--- src/rtl/qpe_pkg.sv ---
// qpe_pkg: shared constants, opcodes and types of the qoi pixel encoder
// used by qpe_lookup, qpe_encode, qpe_byte_out and the top unit; depends on nothing

package qpe_pkg;

   localparam int unsigned IndexEntries = 64;
   localparam int unsigned PosW         = $clog2(IndexEntries);
   localparam int unsigned ChanW        = 8;
   localparam int unsigned PixelW       = 4 * ChanW;
   localparam int unsigned MaxBytes     = 6;
   localparam int unsigned BodyBytes    = MaxBytes - 1;
   localparam int unsigned CntW         = $clog2(MaxBytes + 1);
   localparam int unsigned RunW         = 6;
   localparam int unsigned HashW        = 13;

   localparam logic [RunW-1:0] RunMax = 6'd62;

   localparam logic [7:0] OpIndex = 8'h00;
   localparam logic [7:0] OpDiff  = 8'h40;
   localparam logic [7:0] OpLuma  = 8'h80;
   localparam logic [7:0] OpRun   = 8'hC0;
   localparam logic [7:0] OpRgb   = 8'hFE;
   localparam logic [7:0] OpRgba  = 8'hFF;

   typedef struct packed {
      logic [ChanW-1:0] red;
      logic [ChanW-1:0] green;
      logic [ChanW-1:0] blue;
      logic [ChanW-1:0] alpha;
   } pixel_type;

   localparam pixel_type PixelReset = '{red: 8'd0, green: 8'd0, blue: 8'd0, alpha: 8'd255};
   localparam pixel_type PixelZero  = '{red: 8'd0, green: 8'd0, blue: 8'd0, alpha: 8'd0};

   // pixel with its index entry, handed from lookup to encode
   typedef struct packed {
      pixel_type        px;
      logic             last;
      logic [PosW-1:0]  pos;
      pixel_type        entry;
   } lookup_type;

   // what the encode stage commits back to the index
   typedef struct packed {
      logic             fire;
      logic             write;
      logic             clear;
      logic [PosW-1:0]  pos;
      pixel_type        px;
   } commit_type;

   // bytes of one pixel, first byte in slot 0
   typedef struct packed {
      logic [MaxBytes-1:0][7:0] bytes;
      logic [CntW-1:0]          count;
   } chunk_type;

endpackage

--- src/rtl/qpe_if.sv ---
// qpe_if: handshake channels of the qoi pixel encoder (pixel, byte, csr)
// depends on nothing

interface qpe_pixel_if;
   logic       valid;
   logic       ready;
   logic [7:0] red;
   logic [7:0] green;
   logic [7:0] blue;
   logic [7:0] alpha;
   logic       last_pixel;

   modport source (output valid, red, green, blue, alpha, last_pixel, input ready);
   modport sink   (input valid, red, green, blue, alpha, last_pixel, output ready);
endinterface

interface qpe_byte_if;
   logic       valid;
   logic       ready;
   logic [7:0] out_byte;
   logic       last_of_item;

   modport source (output valid, out_byte, last_of_item, input ready);
   modport sink   (input valid, out_byte, last_of_item, output ready);
endinterface

interface qpe_csr_if;
   logic valid;
   logic ready;
   logic alpha_enable;

   modport source (output valid, alpha_enable, input ready);
   modport sink   (input valid, alpha_enable, output ready);
endinterface

--- src/rtl/qpe_ram.sv ---
// qpe_ram: generic single write port, single read port ram, registered read
// depends on nothing

module qpe_ram #(
   parameter int unsigned Width = 32,
   parameter int unsigned Depth = 64
) (
   input  logic                     clock,
   input  logic                     wr_en,
   input  logic [$clog2(Depth)-1:0] wr_addr,
   input  logic [Width-1:0]         wr_data,
   input  logic                     rd_en,
   input  logic [$clog2(Depth)-1:0] rd_addr,
   output logic [Width-1:0]         rd_data
);

   logic [Width-1:0] mem_ff [Depth];
   logic [Width-1:0] rd_data_ff;

   always_ff @(posedge clock) begin
      if (wr_en) begin
         mem_ff[wr_addr] <= wr_data;
      end
      if (rd_en) begin
         rd_data_ff <= mem_ff[rd_addr];
      end
   end

   assign rd_data = rd_data_ff;

endmodule

--- src/rtl/qpe_lookup.sv ---
// qpe_lookup: pixel intake, qoi hash, colour index ram with valid bits and
// write forwarding; depends on qpe_pkg, qpe_if, qpe_ram

module qpe_lookup (
   input  logic                  clock,
   input  logic                  reset,
   input  logic                  alpha_enable,
   qpe_pixel_if.sink             req_if,
   input  qpe_pkg::commit_type   cmt,
   output logic                  s1_valid,
   output qpe_pkg::lookup_type   s1
);

   qpe_pkg::pixel_type          px_in;
   logic [qpe_pkg::HashW-1:0]   hash;
   logic [qpe_pkg::PosW-1:0]    pos_in;
   logic                        accept;
   logic                        same_wr;
   logic [qpe_pkg::PixelW-1:0]  ram_q;

   logic [qpe_pkg::IndexEntries-1:0] valid_ff, valid_in;
   logic                        s1_valid_ff, s1_valid_in;
   qpe_pkg::pixel_type          px_ff;
   logic                        last_ff;
   logic [qpe_pkg::PosW-1:0]    pos_ff;
   logic                        ev_ff, ev_in;
   logic                        fwd_ff;
   qpe_pkg::pixel_type          fwd_px_ff;

   assign req_if.ready = !s1_valid_ff || cmt.fire;
   assign accept       = req_if.valid && req_if.ready;

   assign px_in.red   = req_if.red;
   assign px_in.green = req_if.green;
   assign px_in.blue  = req_if.blue;
   assign px_in.alpha = alpha_enable ? req_if.alpha : 8'd255;

   assign hash = qpe_pkg::HashW'(px_in.red)   * qpe_pkg::HashW'(3)
               + qpe_pkg::HashW'(px_in.green) * qpe_pkg::HashW'(5)
               + qpe_pkg::HashW'(px_in.blue)  * qpe_pkg::HashW'(7)
               + qpe_pkg::HashW'(px_in.alpha) * qpe_pkg::HashW'(11);
   assign pos_in = hash[qpe_pkg::PosW-1:0];

   // a write in the same cycle as the read does not reach the ram output
   assign same_wr = cmt.fire && cmt.write && (cmt.pos == pos_in);

   always_comb begin
      priority if (cmt.fire && cmt.clear) begin
         ev_in = 1'b0;
      end else if (same_wr) begin
         ev_in = 1'b1;
      end else begin
         ev_in = valid_ff[pos_in];
      end
   end

   always_comb begin
      valid_in = valid_ff;
      if (cmt.fire && cmt.write) begin
         valid_in[cmt.pos] = 1'b1;
      end
      if (cmt.fire && cmt.clear) begin
         valid_in = '0;
      end
   end

   always_comb begin
      priority if (accept) begin
         s1_valid_in = 1'b1;
      end else if (cmt.fire) begin
         s1_valid_in = 1'b0;
      end else begin
         s1_valid_in = s1_valid_ff;
      end
   end

   always_ff @(posedge clock) begin
      if (reset) begin
         valid_ff    <= '0;
         s1_valid_ff <= 1'b0;
      end else begin
         valid_ff    <= valid_in;
         s1_valid_ff <= s1_valid_in;
      end
   end

   always_ff @(posedge clock) begin
      if (accept) begin
         px_ff     <= px_in;
         last_ff   <= req_if.last_pixel;
         pos_ff    <= pos_in;
         ev_ff     <= ev_in;
         fwd_ff    <= same_wr;
         fwd_px_ff <= cmt.px;
      end
   end

   qpe_ram #(
      .Width (qpe_pkg::PixelW),
      .Depth (qpe_pkg::IndexEntries)
   ) u_index_ram (
      .clock   (clock),
      .wr_en   (cmt.fire && cmt.write),
      .wr_addr (cmt.pos),
      .wr_data (cmt.px),
      .rd_en   (accept),
      .rd_addr (pos_in),
      .rd_data (ram_q)
   );

   assign s1_valid = s1_valid_ff;
   assign s1.px    = px_ff;
   assign s1.last  = last_ff;
   assign s1.pos   = pos_ff;
   assign s1.entry = !ev_ff ? qpe_pkg::PixelZero
                   : fwd_ff ? fwd_px_ff
                   : qpe_pkg::pixel_type'(ram_q);

endmodule

--- src/rtl/qpe_encode.sv ---
// qpe_encode: chunk selection against previous pixel, index entry and run
// depends on qpe_pkg

module qpe_encode (
   input  logic                  clock,
   input  logic                  reset,
   input  logic                  s1_valid,
   input  qpe_pkg::lookup_type   s1,
   input  logic                  out_free,
   output qpe_pkg::commit_type   cmt,
   output qpe_pkg::chunk_type    chunk
);

   qpe_pkg::pixel_type         prev_ff, prev_in;
   logic [qpe_pkg::RunW-1:0]   run_ff, run_in;
   logic [qpe_pkg::RunW-1:0]   run_inc;
   logic [qpe_pkg::RunW-1:0]   run_after;
   logic                       same;
   logic                       hit;
   logic                       pre_v;
   logic [7:0]                 pre_byte;
   logic [qpe_pkg::BodyBytes-1:0][7:0] body;
   logic [qpe_pkg::CntW-1:0]   body_n;
   logic signed [7:0]          vr, vg, vb, vgr, vgb;
   logic                       small_diff, luma_fit;
   logic                       fire;

   assign same    = (s1.px == prev_ff);
   assign hit     = (s1.entry == s1.px);
   assign run_inc = run_ff + 6'd1;

   always_comb begin
      priority if (!same) begin
         run_after = '0;
      end else if (run_inc == qpe_pkg::RunMax) begin
         run_after = '0;
      end else begin
         run_after = run_inc;
      end
   end

   assign pre_v    = !same && (run_ff != '0);
   assign pre_byte = qpe_pkg::OpRun | {2'b00, 6'(run_ff - 6'd1)};

   assign vr  = s1.px.red   - prev_ff.red;
   assign vg  = s1.px.green - prev_ff.green;
   assign vb  = s1.px.blue  - prev_ff.blue;
   assign vgr = vr - vg;
   assign vgb = vb - vg;

   assign small_diff = (vr >= -8'sd2) && (vr <= 8'sd1) && (vg >= -8'sd2) && (vg <= 8'sd1)
                    && (vb >= -8'sd2) && (vb <= 8'sd1);
   assign luma_fit   = (vgr >= -8'sd8) && (vgr <= 8'sd7) && (vg >= -8'sd32)
                    && (vg <= 8'sd31) && (vgb >= -8'sd8) && (vgb <= 8'sd7);

   always_comb begin
      body   = '0;
      body_n = '0;
      priority if (same) begin
         if (run_inc == qpe_pkg::RunMax) begin
            body[0] = qpe_pkg::OpRun | {2'b00, 6'(qpe_pkg::RunMax - 6'd1)};
            body_n  = qpe_pkg::CntW'(1);
         end else if (s1.last && (run_after != '0)) begin
            body[0] = qpe_pkg::OpRun | {2'b00, 6'(run_after - 6'd1)};
            body_n  = qpe_pkg::CntW'(1);
         end
      end else if (hit) begin
         body[0] = qpe_pkg::OpIndex | {2'b00, s1.pos};
         body_n  = qpe_pkg::CntW'(1);
      end else if (s1.px.alpha == prev_ff.alpha) begin
         priority if (small_diff) begin
            body[0] = qpe_pkg::OpDiff | {2'b00, 2'(vr + 8'sd2), 2'(vg + 8'sd2),
                                         2'(vb + 8'sd2)};
            body_n  = qpe_pkg::CntW'(1);
         end else if (luma_fit) begin
            body[0] = qpe_pkg::OpLuma | {2'b00, 6'(vg + 8'sd32)};
            body[1] = {4'(vgr + 8'sd8), 4'(vgb + 8'sd8)};
            body_n  = qpe_pkg::CntW'(2);
         end else begin
            body[0] = qpe_pkg::OpRgb;
            body[1] = s1.px.red;
            body[2] = s1.px.green;
            body[3] = s1.px.blue;
            body_n  = qpe_pkg::CntW'(4);
         end
      end else begin
         body[0] = qpe_pkg::OpRgba;
         body[1] = s1.px.red;
         body[2] = s1.px.green;
         body[3] = s1.px.blue;
         body[4] = s1.px.alpha;
         body_n  = qpe_pkg::CntW'(5);
      end
   end

   always_comb begin
      if (pre_v) begin
         chunk.bytes = {body, pre_byte};
      end else begin
         chunk.bytes = {8'h00, body};
      end
      chunk.count = body_n + qpe_pkg::CntW'(pre_v);
   end

   assign fire = s1_valid && ((chunk.count == '0) || out_free);

   assign cmt.fire  = fire;
   assign cmt.write = !same && !hit;
   assign cmt.clear = s1.last;
   assign cmt.pos   = s1.pos;
   assign cmt.px    = s1.px;

   always_comb begin
      prev_in = prev_ff;
      run_in  = run_ff;
      if (fire) begin
         if (s1.last) begin
            prev_in = qpe_pkg::PixelReset;
            run_in  = '0;
         end else begin
            prev_in = s1.px;
            run_in  = run_after;
         end
      end
   end

   always_ff @(posedge clock) begin
      if (reset) begin
         prev_ff <= qpe_pkg::PixelReset;
         run_ff  <= '0;
      end else begin
         prev_ff <= prev_in;
         run_ff  <= run_in;
      end
   end

endmodule

--- src/rtl/qpe_byte_out.sv ---
// qpe_byte_out: output register that sends the bytes of one chunk in order
// depends on qpe_pkg, qpe_if

module qpe_byte_out (
   input  logic                  clock,
   input  logic                  reset,
   input  logic                  load,
   input  qpe_pkg::chunk_type    chunk,
   output logic                  free,
   qpe_byte_if.source            rsp_if
);

   logic [qpe_pkg::MaxBytes-1:0][7:0] bytes_ff, bytes_in;
   logic [qpe_pkg::CntW-1:0]          cnt_ff, cnt_in;
   logic                              take;

   assign take = rsp_if.valid && rsp_if.ready;
   assign free = (cnt_ff == '0) || ((cnt_ff == qpe_pkg::CntW'(1)) && rsp_if.ready);

   always_comb begin
      bytes_in = bytes_ff;
      cnt_in   = cnt_ff;
      priority if (load) begin
         bytes_in = chunk.bytes;
         cnt_in   = chunk.count;
      end else if (take) begin
         bytes_in = {8'h00, bytes_ff[qpe_pkg::MaxBytes-1:1]};
         cnt_in   = cnt_ff - qpe_pkg::CntW'(1);
      end
   end

   always_ff @(posedge clock) begin
      if (reset) begin
         cnt_ff <= '0;
      end else begin
         cnt_ff <= cnt_in;
      end
   end

   always_ff @(posedge clock) begin
      bytes_ff <= bytes_in;
   end

   assign rsp_if.valid        = (cnt_ff != '0);
   assign rsp_if.out_byte     = bytes_ff[0];
   assign rsp_if.last_of_item = (cnt_ff == qpe_pkg::CntW'(1));

endmodule

--- src/rtl/qoi_pixel_encoder_unit.sv ---
// The encoder takes one RGB(A) pixel per cycle and turns it into qoi chunk
// words (run, index, diff, luma, rgb, rgba), one byte per word, the final
// byte of each pixel flagged by last_of_item. Steps: hash and colour index
// ram read, then chunk selection. A new pixel is taken every cycle as long
// as the output keeps up; a pixel of up to six bytes holds the output
// until all are sent, so multi-byte chunks slow the stream to the byte
// rate of the output port. The colour index is cleared at once after reset
// and after each last pixel. The user must write alpha_enable through the
// csr port only while no pixel is in flight; not enforced by the block.
// depends on qpe_pkg, qpe_if, qpe_lookup, qpe_encode, qpe_byte_out

module qoi_pixel_encoder_unit (
   input  logic        clock,
   input  logic        reset,
   qpe_pixel_if.sink   req_if,
   qpe_byte_if.source  rsp_if,
   qpe_csr_if.sink     csr_if
);

   logic                  alpha_enable_ff, alpha_enable_in;
   logic                  s1_valid;
   qpe_pkg::lookup_type   s1;
   qpe_pkg::commit_type   cmt;
   qpe_pkg::chunk_type    chunk;
   logic                  out_free;

   assign csr_if.ready = 1'b1;
   assign alpha_enable_in = (csr_if.valid && csr_if.ready) ? csr_if.alpha_enable
                                                          : alpha_enable_ff;

   always_ff @(posedge clock) begin
      if (reset) begin
         alpha_enable_ff <= 1'b1;
      end else begin
         alpha_enable_ff <= alpha_enable_in;
      end
   end

   qpe_lookup u_lookup (
      .clock        (clock),
      .reset        (reset),
      .alpha_enable (alpha_enable_ff),
      .req_if       (req_if),
      .cmt          (cmt),
      .s1_valid     (s1_valid),
      .s1           (s1)
   );

   qpe_encode u_encode (
      .clock    (clock),
      .reset    (reset),
      .s1_valid (s1_valid),
      .s1       (s1),
      .out_free (out_free),
      .cmt      (cmt),
      .chunk    (chunk)
   );

   qpe_byte_out u_byte_out (
      .clock  (clock),
      .reset  (reset),
      .load   (cmt.fire && (chunk.count != '0)),
      .chunk  (chunk),
      .free   (out_free),
      .rsp_if (rsp_if)
   );

endmodule

--- src/flat_wrapper.sv ---
// flat-port wrapper written by rule: the top's interface ports become plain ports
module qoi_pixel_encoder_unit_flat 
  (clock, reset, req_if_valid, req_if_red, req_if_green, req_if_blue, req_if_alpha, req_if_last_pixel, req_if_ready, rsp_if_valid, rsp_if_out_byte, rsp_if_last_of_item, rsp_if_ready, csr_if_valid, csr_if_alpha_enable, csr_if_ready);
  qpe_pixel_if req_if_i ();
  qpe_byte_if rsp_if_i ();
  qpe_csr_if csr_if_i ();
  input  logic clock;
  input  logic reset;
  input wire logic [$bits(req_if_i.valid)-1:0] req_if_valid;
  input wire logic [$bits(req_if_i.red)-1:0] req_if_red;
  input wire logic [$bits(req_if_i.green)-1:0] req_if_green;
  input wire logic [$bits(req_if_i.blue)-1:0] req_if_blue;
  input wire logic [$bits(req_if_i.alpha)-1:0] req_if_alpha;
  input wire logic [$bits(req_if_i.last_pixel)-1:0] req_if_last_pixel;
  output wire logic [$bits(req_if_i.ready)-1:0] req_if_ready;
  output wire logic [$bits(rsp_if_i.valid)-1:0] rsp_if_valid;
  output wire logic [$bits(rsp_if_i.out_byte)-1:0] rsp_if_out_byte;
  output wire logic [$bits(rsp_if_i.last_of_item)-1:0] rsp_if_last_of_item;
  input wire logic [$bits(rsp_if_i.ready)-1:0] rsp_if_ready;
  input wire logic [$bits(csr_if_i.valid)-1:0] csr_if_valid;
  input wire logic [$bits(csr_if_i.alpha_enable)-1:0] csr_if_alpha_enable;
  output wire logic [$bits(csr_if_i.ready)-1:0] csr_if_ready;
  assign req_if_i.valid = req_if_valid;
  assign req_if_i.red = req_if_red;
  assign req_if_i.green = req_if_green;
  assign req_if_i.blue = req_if_blue;
  assign req_if_i.alpha = req_if_alpha;
  assign req_if_i.last_pixel = req_if_last_pixel;
  assign req_if_ready = req_if_i.ready;
  assign rsp_if_valid = rsp_if_i.valid;
  assign rsp_if_out_byte = rsp_if_i.out_byte;
  assign rsp_if_last_of_item = rsp_if_i.last_of_item;
  assign rsp_if_i.ready = rsp_if_ready;
  assign csr_if_i.valid = csr_if_valid;
  assign csr_if_i.alpha_enable = csr_if_alpha_enable;
  assign csr_if_ready = csr_if_i.ready;
  qoi_pixel_encoder_unit u_core (.clock(clock), .reset(reset), .req_if(req_if_i), .rsp_if(rsp_if_i), .csr_if(csr_if_i));
endmodule
--- config.mk ---
export PLATFORM = sky130hd
export DESIGN_NAME = qoi_pixel_encoder_unit_flat
export DESIGN_NICKNAME = d
export VERILOG_FILES = /design/src/rtl/qpe_pkg.sv /design/src/rtl/qpe_if.sv /design/src/rtl/qpe_ram.sv /design/src/rtl/qpe_lookup.sv /design/src/rtl/qpe_encode.sv /design/src/rtl/qpe_byte_out.sv /design/src/rtl/qoi_pixel_encoder_unit.sv /design/src/flat_wrapper.sv
export SDC_FILE = /design/constraint.sdc
export NUM_CORES = 2
export LEC_CHECK = 0
export ABC_AREA = 0
export BUFFER_PORTS_ARGS = -buffer_cell sky130_fd_sc_hd__clkbuf_2
export CORE_MARGIN = 2
export CORE_UTILIZATION = 60
export CTS_CLUSTER_DIAMETER = 200
export CTS_CLUSTER_SIZE = 10
export DETAILED_ROUTE_END_ITERATION = 12
export PLACE_DENSITY = 0.84
export RECOVER_POWER = 100
export SLEW_MARGIN = 20
export SYNTH_ARGS = -nofsm -noshare
export SYNTH_HDL_FRONTEND = slang
export SYNTH_SLANG_ARGS = --single-unit
--- constraint.sdc ---
create_clock -name clock -period 19.5 [get_ports clock]
set_input_delay 3.9 -clock clock [delete_from_list [all_inputs] [get_ports clock]]
set_output_delay 3.9 -clock clock [all_outputs]
set_load 0.02 [all_outputs]
# After elaboration in Yosys (flattened, before gate mapping)
# Memory sizes are Yosys's and may differ from the RTL's. A register that Yosys moved wholly into a read port is not among the register bits.
# Index checks and enable logic that the tools add are counted.
[op_classes] reduce_logical=37 eq_ne=6 n_mul=4 bitwise=1 magnitude_cmp=15 mux=40 addsub=19
[op_table] cell="two-way mux 32 bit" count=6
[op_table] cell="two-way mux 48 bit" count=3
[op_table] cell="== test 32 bit" count=2
[op_table] cell="OR 64 bit" count=1
[op_table] cell="two-way mux 8 bit" count=7
[op_table] cell="subtractor 8 bit" count=5
[op_table] cell="two-way mux 16 bit" count=2
[op_table] cell="greater-or-equal comparator 8 x 2 -> 1 bit (second input constant)" count=3
[op_table] cell="<= comparator 8 x 2 -> 1 bit (second input constant)" count=3
[op_table] cell="two-way mux 24 bit" count=1
[op_table] cell="logical AND 1 bit" count=22
[op_table] cell="two-way mux 3 bit" count=7
[op_table] cell="adder 6 bit" count=3
[op_table] cell="two-way mux 6 bit" count=3
[op_table] cell="greater-or-equal comparator 8 x 4 -> 1 bit (second input constant)" count=2
[op_table] cell="<= comparator 8 x 4 -> 1 bit (second input constant)" count=2
[op_table] cell="multiplier 8 x 3 -> 6 bit (second input constant)" count=2
[op_table] cell="less-than comparator 6 x 7 -> 1 bit (second input constant)" count=2
[op_table] cell="nonzero test 6 bit" count=2
[op_table] cell="subtractor 6 x 1 -> 6 bit (second input constant)" count=2
[op_table] cell="two-way mux 1 bit" count=9
[op_table] cell="adder 4 bit (second input constant)" count=2
[op_table] cell="== test 8 bit" count=1
[op_table] cell="greater-or-equal comparator 8 x 6 -> 1 bit (second input constant)" count=1
[op_table] cell="20 further kinds" count=29
[word_totals] word_cells=150 output_inout_bits=12 memories=1 in_bits=39 mem_bits_rw=2048 regBits=228
[mem_list] memory="u_core.u_lookup.u_index_ram.mem_ff" depth=64 word_bits=32 read_ports=1 rd_clocked_by_memory_dff=1 wr=1 line="qpe_ram.sv:17" text="logic [Width-1:0] mem_ff [Depth];"

# Longest topological paths before layout
[logic_depth] word_depth=20 ltp_mapped=28 depth_no_buf=24

# Cells and area by module
# From an unflattened synthesis, not the netlist that was laid out.
[hier_totals] cells_unflattened=4801 hier_area_um2=93260.7
[modules_own_cells] mod="qpe_ram" cells_per_inst=3324 seq_area_each_um2=62459.9 area_each_um2=78835.6 instances=1
[modules_own_cells] mod="qpe_lookup" cells_per_inst=592 seq_area_each_um2=3493.4 area_each_um2=6657.6 instances=1
[modules_own_cells] mod="qpe_encode" cells_per_inst=742 seq_area_each_um2=760.7 area_each_um2=5417.7 instances=1
[modules_own_cells] mod="qpe_byte_out" cells_per_inst=137 seq_area_each_um2=1501.4 area_each_um2=2294.7 instances=1
[modules_own_cells] mod="qoi_pixel_encoder_unit" cells_per_inst=6 seq_area_each_um2=20.0 area_each_um2=55.1 instances=1

# Worst setup path after synthesis
# No wires, ideal clock.
[synth_timing] path_kind="register to output" startpoint="reg u_core.u_lookup.px_ff (netlist bit u_core.u_lookup.s1[55])" endpoint="out req_if_ready" arrival_ns=6.065 path_buffers=2 required_ns=15.600 stages_incl_launch_ff=24 path_slack_ns=9.535 path_cell_list="edfxtp_1 -> inv_1 -> ha_1 -> inv_1 -> fa_1 -> inv_1 -> ha_1 -> nor2b_1 -> o21ai_0 -> a21oi_1 -> o22ai_1 -> and2_1 -> a221oi_1 -> or4_1 -> mux2_2 -> nor3_1 -> and4_1 -> ha_1 -> or3_1 -> o211ai_4 -> nor2_1 -> buf_4 -> buf_6 -> nand2_1"
[synth_via] elab_chain_cells=18 word_cells_on_any_way=39 cone_classes="add/sub: 4; order compare: 8; eq/ne: 2; mux: 8; reduce/logical: 17"
[synth_lines] element="start, declared" line="qpe_lookup.sv:23" text="qpe_pkg::pixel_type px_ff;"
[synth_lines] element="start signal, assigned" line="qpe_lookup.sv:89" text="px_ff <= px_in;"
[synth_lines] element="subtractor 8 bit" line="qpe_encode.sv:46" text="assign vg = s1.px.green - prev_ff.green;"
[synth_lines] element="subtractor 8 bit" line="qpe_encode.sv:48" text="assign vgr = vr - vg;"
[synth_lines] element="greater-or-equal comparator 8 x 4 -> 1 bit / <= comparator 8 x 4 -> 1 bit (equally long branches)" line="qpe_encode.sv:53" text="assign luma_fit = (vgr >= -8'sd8) && (vgr <= 8'sd7) && (vg >= -8'sd32)"
[synth_lines] element="logical AND 1 bit (2 in a row)" line="qpe_encode.sv:53"
[synth_lines] element="logical AND 1 bit (3 in a row)" line="qpe_encode.sv:54" text="&& (vg <= 8'sd31) && (vgb >= -8'sd8) && (vgb <= 8'sd7);"
[synth_lines] element="two-way mux 3 bit" line="qpe_encode.sv:75" text="end else if (luma_fit) begin"
[synth_lines] element="two-way mux 3 bit" line="qpe_encode.sv:71" text="priority if (small_diff) begin"
[synth_lines] element="two-way mux 3 bit" line="qpe_encode.sv:70" text="end else if (s1.px.alpha == prev_ff.alpha) begin"
[synth_lines] element="two-way mux 3 bit" line="qpe_encode.sv:67" text="end else if (hit) begin"
[synth_lines] element="two-way mux 3 bit" line="qpe_encode.sv:59" text="priority if (same) begin"
[synth_lines] element="adder 3 x 1 -> 3 bit (*)" line="qpe_encode.sv:102" text="chunk.count = body_n + qpe_pkg::CntW'(pre_v);"
[synth_lines] element="zero test 3 bit (*)" line="qpe_encode.sv:105" text="assign fire = s1_valid && ((chunk.count == '0) || out_free);"
[synth_lines] element="logical OR 1 bit (*)" line="qpe_encode.sv:105"
[synth_lines] element="logical AND 1 bit (*)" line="qpe_encode.sv:105"
[synth_lines] element="logical OR 1 bit (*)" line="qpe_lookup.sv:30" text="assign req_if.ready = !s1_valid_ff || cmt.fire;"
[synth_lines] element="end, declared" line="flat_wrapper.sv:15" text="output wire logic [$bits(req_if_i.ready)-1:0] req_if_ready;"
# Mark *: on every way between the ends. The rest lies on a longest branch, timed or not.

# Worst setup path in the final report
[layout_timing] startpoint="reg u_core.u_lookup.px_ff (netlist bit u_core.u_lookup.s1[63])" endpoint="out req_if_ready"
[layout_via] elab_chain_cells=18 word_cells_on_any_way=35 cone_classes="add/sub: 3; order compare: 4; eq/ne: 2; mux: 8; reduce/logical: 18"
[layout_lines] element="subtractor 8 bit" line="qpe_encode.sv:45" text="assign vr = s1.px.red - prev_ff.red;"
[layout_lines] element="subtractor 8 bit" line="qpe_encode.sv:48"
[layout_lines] element="greater-or-equal comparator 8 x 4 -> 1 bit / <= comparator 8 x 4 -> 1 bit (equally long branches)" line="qpe_encode.sv:53"
[layout_lines] element="logical AND 1 bit (2 in a row)" line="qpe_encode.sv:53"
[layout_lines] element="logical AND 1 bit (3 in a row)" line="qpe_encode.sv:54"
[layout_lines] element="two-way mux 3 bit" line="qpe_encode.sv:75"
[layout_lines] element="two-way mux 3 bit" line="qpe_encode.sv:71"
[layout_lines] element="two-way mux 3 bit" line="qpe_encode.sv:70"
[layout_lines] element="two-way mux 3 bit" line="qpe_encode.sv:67"
[layout_lines] element="two-way mux 3 bit" line="qpe_encode.sv:59"
[layout_lines] element="adder 3 x 1 -> 3 bit (*)" line="qpe_encode.sv:102"
[layout_lines] element="zero test 3 bit (*)" line="qpe_encode.sv:105"
[layout_lines] element="logical OR 1 bit (*)" line="qpe_encode.sv:105"
[layout_lines] element="logical AND 1 bit (*)" line="qpe_encode.sv:105"
[layout_lines] element="logical OR 1 bit (*)" line="qpe_lookup.sv:30"
# Marked as above.

==> results.tsv <==
metric	value	unit
routed length per instance	39.65	um
initial core utilization	60.43	%
Startpoint Class	register	
area of the multi-input gates	23790	um2
Seq/Total Area, Yosys	73.30	%
clk_lat worst skew	910	ps
largest net degree at the start of global routing	174	
Placer Congestion	0.9216	
H-tree lvl count	5	
Final period util	77.54	%
root buffer cell	clkbuf_16	
Post-synth EDFFs	2201	
met3 Use GR	9.487	%
core outline area	154000	um2
critical path's slowest cell	clkbuf_1	
Max-Cap Viols	127	
slowest stage delay, CP	2780	ps
YS warnings	0	
TritonRoute pass-1 iters	9	
Crit. End Element	output pin	
global-route wire length before repair	380.9	mm
post-route ant nets	0	
Leakage	32.47	nW
Critical Path Fanout Max	68	
Final Hold Slack	453.6	ps
FILL cells	9084	
pre-CTS WS	8816	ps
outcome	complete, but fails checks	
CTS tree	done	
Resized Gates After CTS	0	
Crit path arrival time	11220	ps
crit-path leading delay family	buffers and inverters	
setup TNS	0	ps
die area	158300	um2
WS Path Type	reg2out	
ys flop type	edfxtp_1	
Avg Inst Size Synth	20.65	um2
post-synthesis cell area	93100	um2
fmax	0.06613	GHz
top cells by area, synth	edfxtp_1 (71%), mux4_2 (16%), dfxtp_1 (2.3%)	
Final Hold Vio Count	0	
Setup WS post-layout	4379	ps
num rows	144	
I/O Buffers	49	
met2 Use GR	55.56	%
FF+latch area	68240	um2
Die X	397.9	um
GRT met1 Usage	42.29	%
Syn Nets	4635	
DR vias/cell	7.400	
Yosys top cell area share	71.00	%
Num CTS Buffers	280	
Slew @ Worst Pin	4269	ps
Post CTS Setup Buffer Count	0	
WL final	272.5	mm
FFs w/ async S/R, synth	0	%
min cycle time layout	15120	ps
synthesis-to-finish area growth	11.13	%
maximum ir drop on the vdd rail	0.0004804	V
# DRC	0	
Syn Inst Count	4508	
Worst Hold Class	reg2reg	
vias	50850	
layout cells sized above 1	23.17	%
CTS Sinks	2308	
gr ovfl total	0	
#FFs+latches synth	2308	
hold_buf cts	0	
worst-path cell chain	clkbuf_1 > inv_1 > ha_1 > fa_1 > xor2_1 > inv_1 > ha_1 > a21oi_1 > o21ai_0 > maj3_1 > o311ai_0 > nand3_1 > xnor2_1 > mux2i_1 > nor3_1 > and4_1 > ha_1 > or3_1 > o211ai_4 > clkbuf_1 > nor2_4 > nand2_1 > clkbuf_1	
unrepaired setup endpoints after global routing	no	
GRT Overall Usage	34.73	%
initial antenna violation count	13	
Critical Path RT	15600	ps
nets@finish	4867	
clock-pin slew on the worst setup and hold paths	60	ps
skew final	39.94	ps
hpwl dp	131.3	mm
# setup viols final	0	
I/O pins	51	
failing checks	max-capacitance violations, max-slew violations	
Buf+Inv Stages, Crit Path	5	
Worst slew margin	-184.6	%
Iter 0 DRT Violations	8902	
Die Ht	397.9	um
GR peak layer	met2	
library cells used by synthesis	86	
leading area contributor after synthesis	edfxtp_1	
Final Max Slew Viols	5044	
CTS max path bufs	4	
vias in the first global route	51410	
PwrDens	188.3	nW/um2
[cells by family (layout without fill, tap and decap cells)]
family                     after synthesis  in the layout  synth area share (%)
adders and majority gates               92             92                 1.454
buffers and inverters                  358            675                 1.533
muxes                                  740            740                 16.87
xor gates and xnor gates               103            103                 1.009
and+or+nand+nor                        488            488                 2.782
DFF                                   2308           2308                 73.30
AOI/OAI and AO/OA                      418            418                 3.055
other                                    1              4              0.004028
[metrics by stage]
| step | power (mW) | cells | area (um2) | utilization, % |
|---|---|---|---|---|
| final | 19.48 | 6872 | 103500 | 67.16 |
| after global routing | 19.74 | 6869 | 103500 | 67.16 |
| after CTS | 19.02 | 6867 | 104200 | 67.62 |
| after detailed placement | 14.26 | 6500 | 96660 | 62.75 |
| after global placement | 13.98 | 6500 | 96640 | 62.73 |
| after floorplan | 10.74 | 4508 | 93100 | - |
[registers in the layout, indices dropped and copies added, names as in the netlist, 6 cells and up]
name / count
u_core.u_byte_out.bytes_ff: 40
u_core.u_byte_out.rsp_if.out_byte: 8
u_core.u_encode.prev_ff: 32
u_core.u_encode.run_ff: 6
u_core.u_lookup.fwd_px_ff: 32
u_core.u_lookup.pos_ff: 6
u_core.u_lookup.s1: 32
u_core.u_lookup.u_index_ram.mem_ff: 2048
u_core.u_lookup.u_index_ram.rd_data: 32
u_core.u_lookup.valid_ff: 64
[report_power, final]
group          internal, mW  switching [mW]
logic                  2.94            5.92
clock network          2.64            1.89
registers              5.95           0.138
[worst min-delay path: stages, from the launching register on]
cell,delay [ps]
dfxtp_1,310
nand2_1,50
a21oi_1,50
[metal layers]
| layer | routed length [um] | part of all wire (%) |
|---|---|---|
| met3 | 36720 | 13 |
| met1 | 82630 | 30 |
| met5 | 96 | 0.035 |
| met2 | 131400 | 48 |
| met4 | 21660 | 7.9 |
[worst paths after layout]
| path | startpoint | to | slack (ps) | cells past startpoint |
|---|---|---|---|---|
| worst min-delay path | u_core.u_encode.prev_ff[11] | u_core.u_encode.prev_ff[11] | 450 | 2 |
| worst min register to register | u_core.u_encode.prev_ff[11] | u_core.u_encode.prev_ff[11] | 450 | 2 |
| worst max register to register | u_core.u_lookup.s1[63] | u_core.u_lookup.u_index_ram.mem_ff[37][0] | 4870 | 24 |
| worst max-delay path | u_core.u_lookup.s1[63] | req_if_ready | 4380 | 23 |
[cells in the mapped netlist (all sizes together) (31+ instances only)]
master  instances
mux2i          51
mux4          660
nand2         133
nor4           31
and2           48
o21a           65
buf            91
nor3           32
edfxtp       2201
clkbuf        163
ha             60
nor2           99
o21ai          50
a211oi         52
xnor2          51
dfxtp         107
xor2           52
a21oi         117
inv           103
[cells in the final DEF (no fill, tap or decap), drive strengths merged, types with 60 or more instances in the layout]
cell type | Yosys | layout
o21a | 65 | 65
nor2 | 99 | 99
nand2 | 133 | 133
clkbuf | 163 | 537
dfxtp | 107 | 107
inv | 103 | 106
ha | 60 | 60
a21oi | 117 | 117
mux4 | 660 | 660
edfxtp | 2201 | 2201
[area by class of cell]
| class | count | area share [%] |
|---|---|---|
| sequential | 2308 | 65.95 |
| multi-input combinational | 1842 | 22.99 |
| clock buffer | 363 | 7.217 |
| tap | 2044 | 2.472 |
| timing repair buffer | 204 | 0.9493 |
| inverter | 104 | 0.3773 |
| clock inverter | 4 | 0.02902 |
| antenna | 3 | 0.007256 |
(Power assumes the default switching activity.)
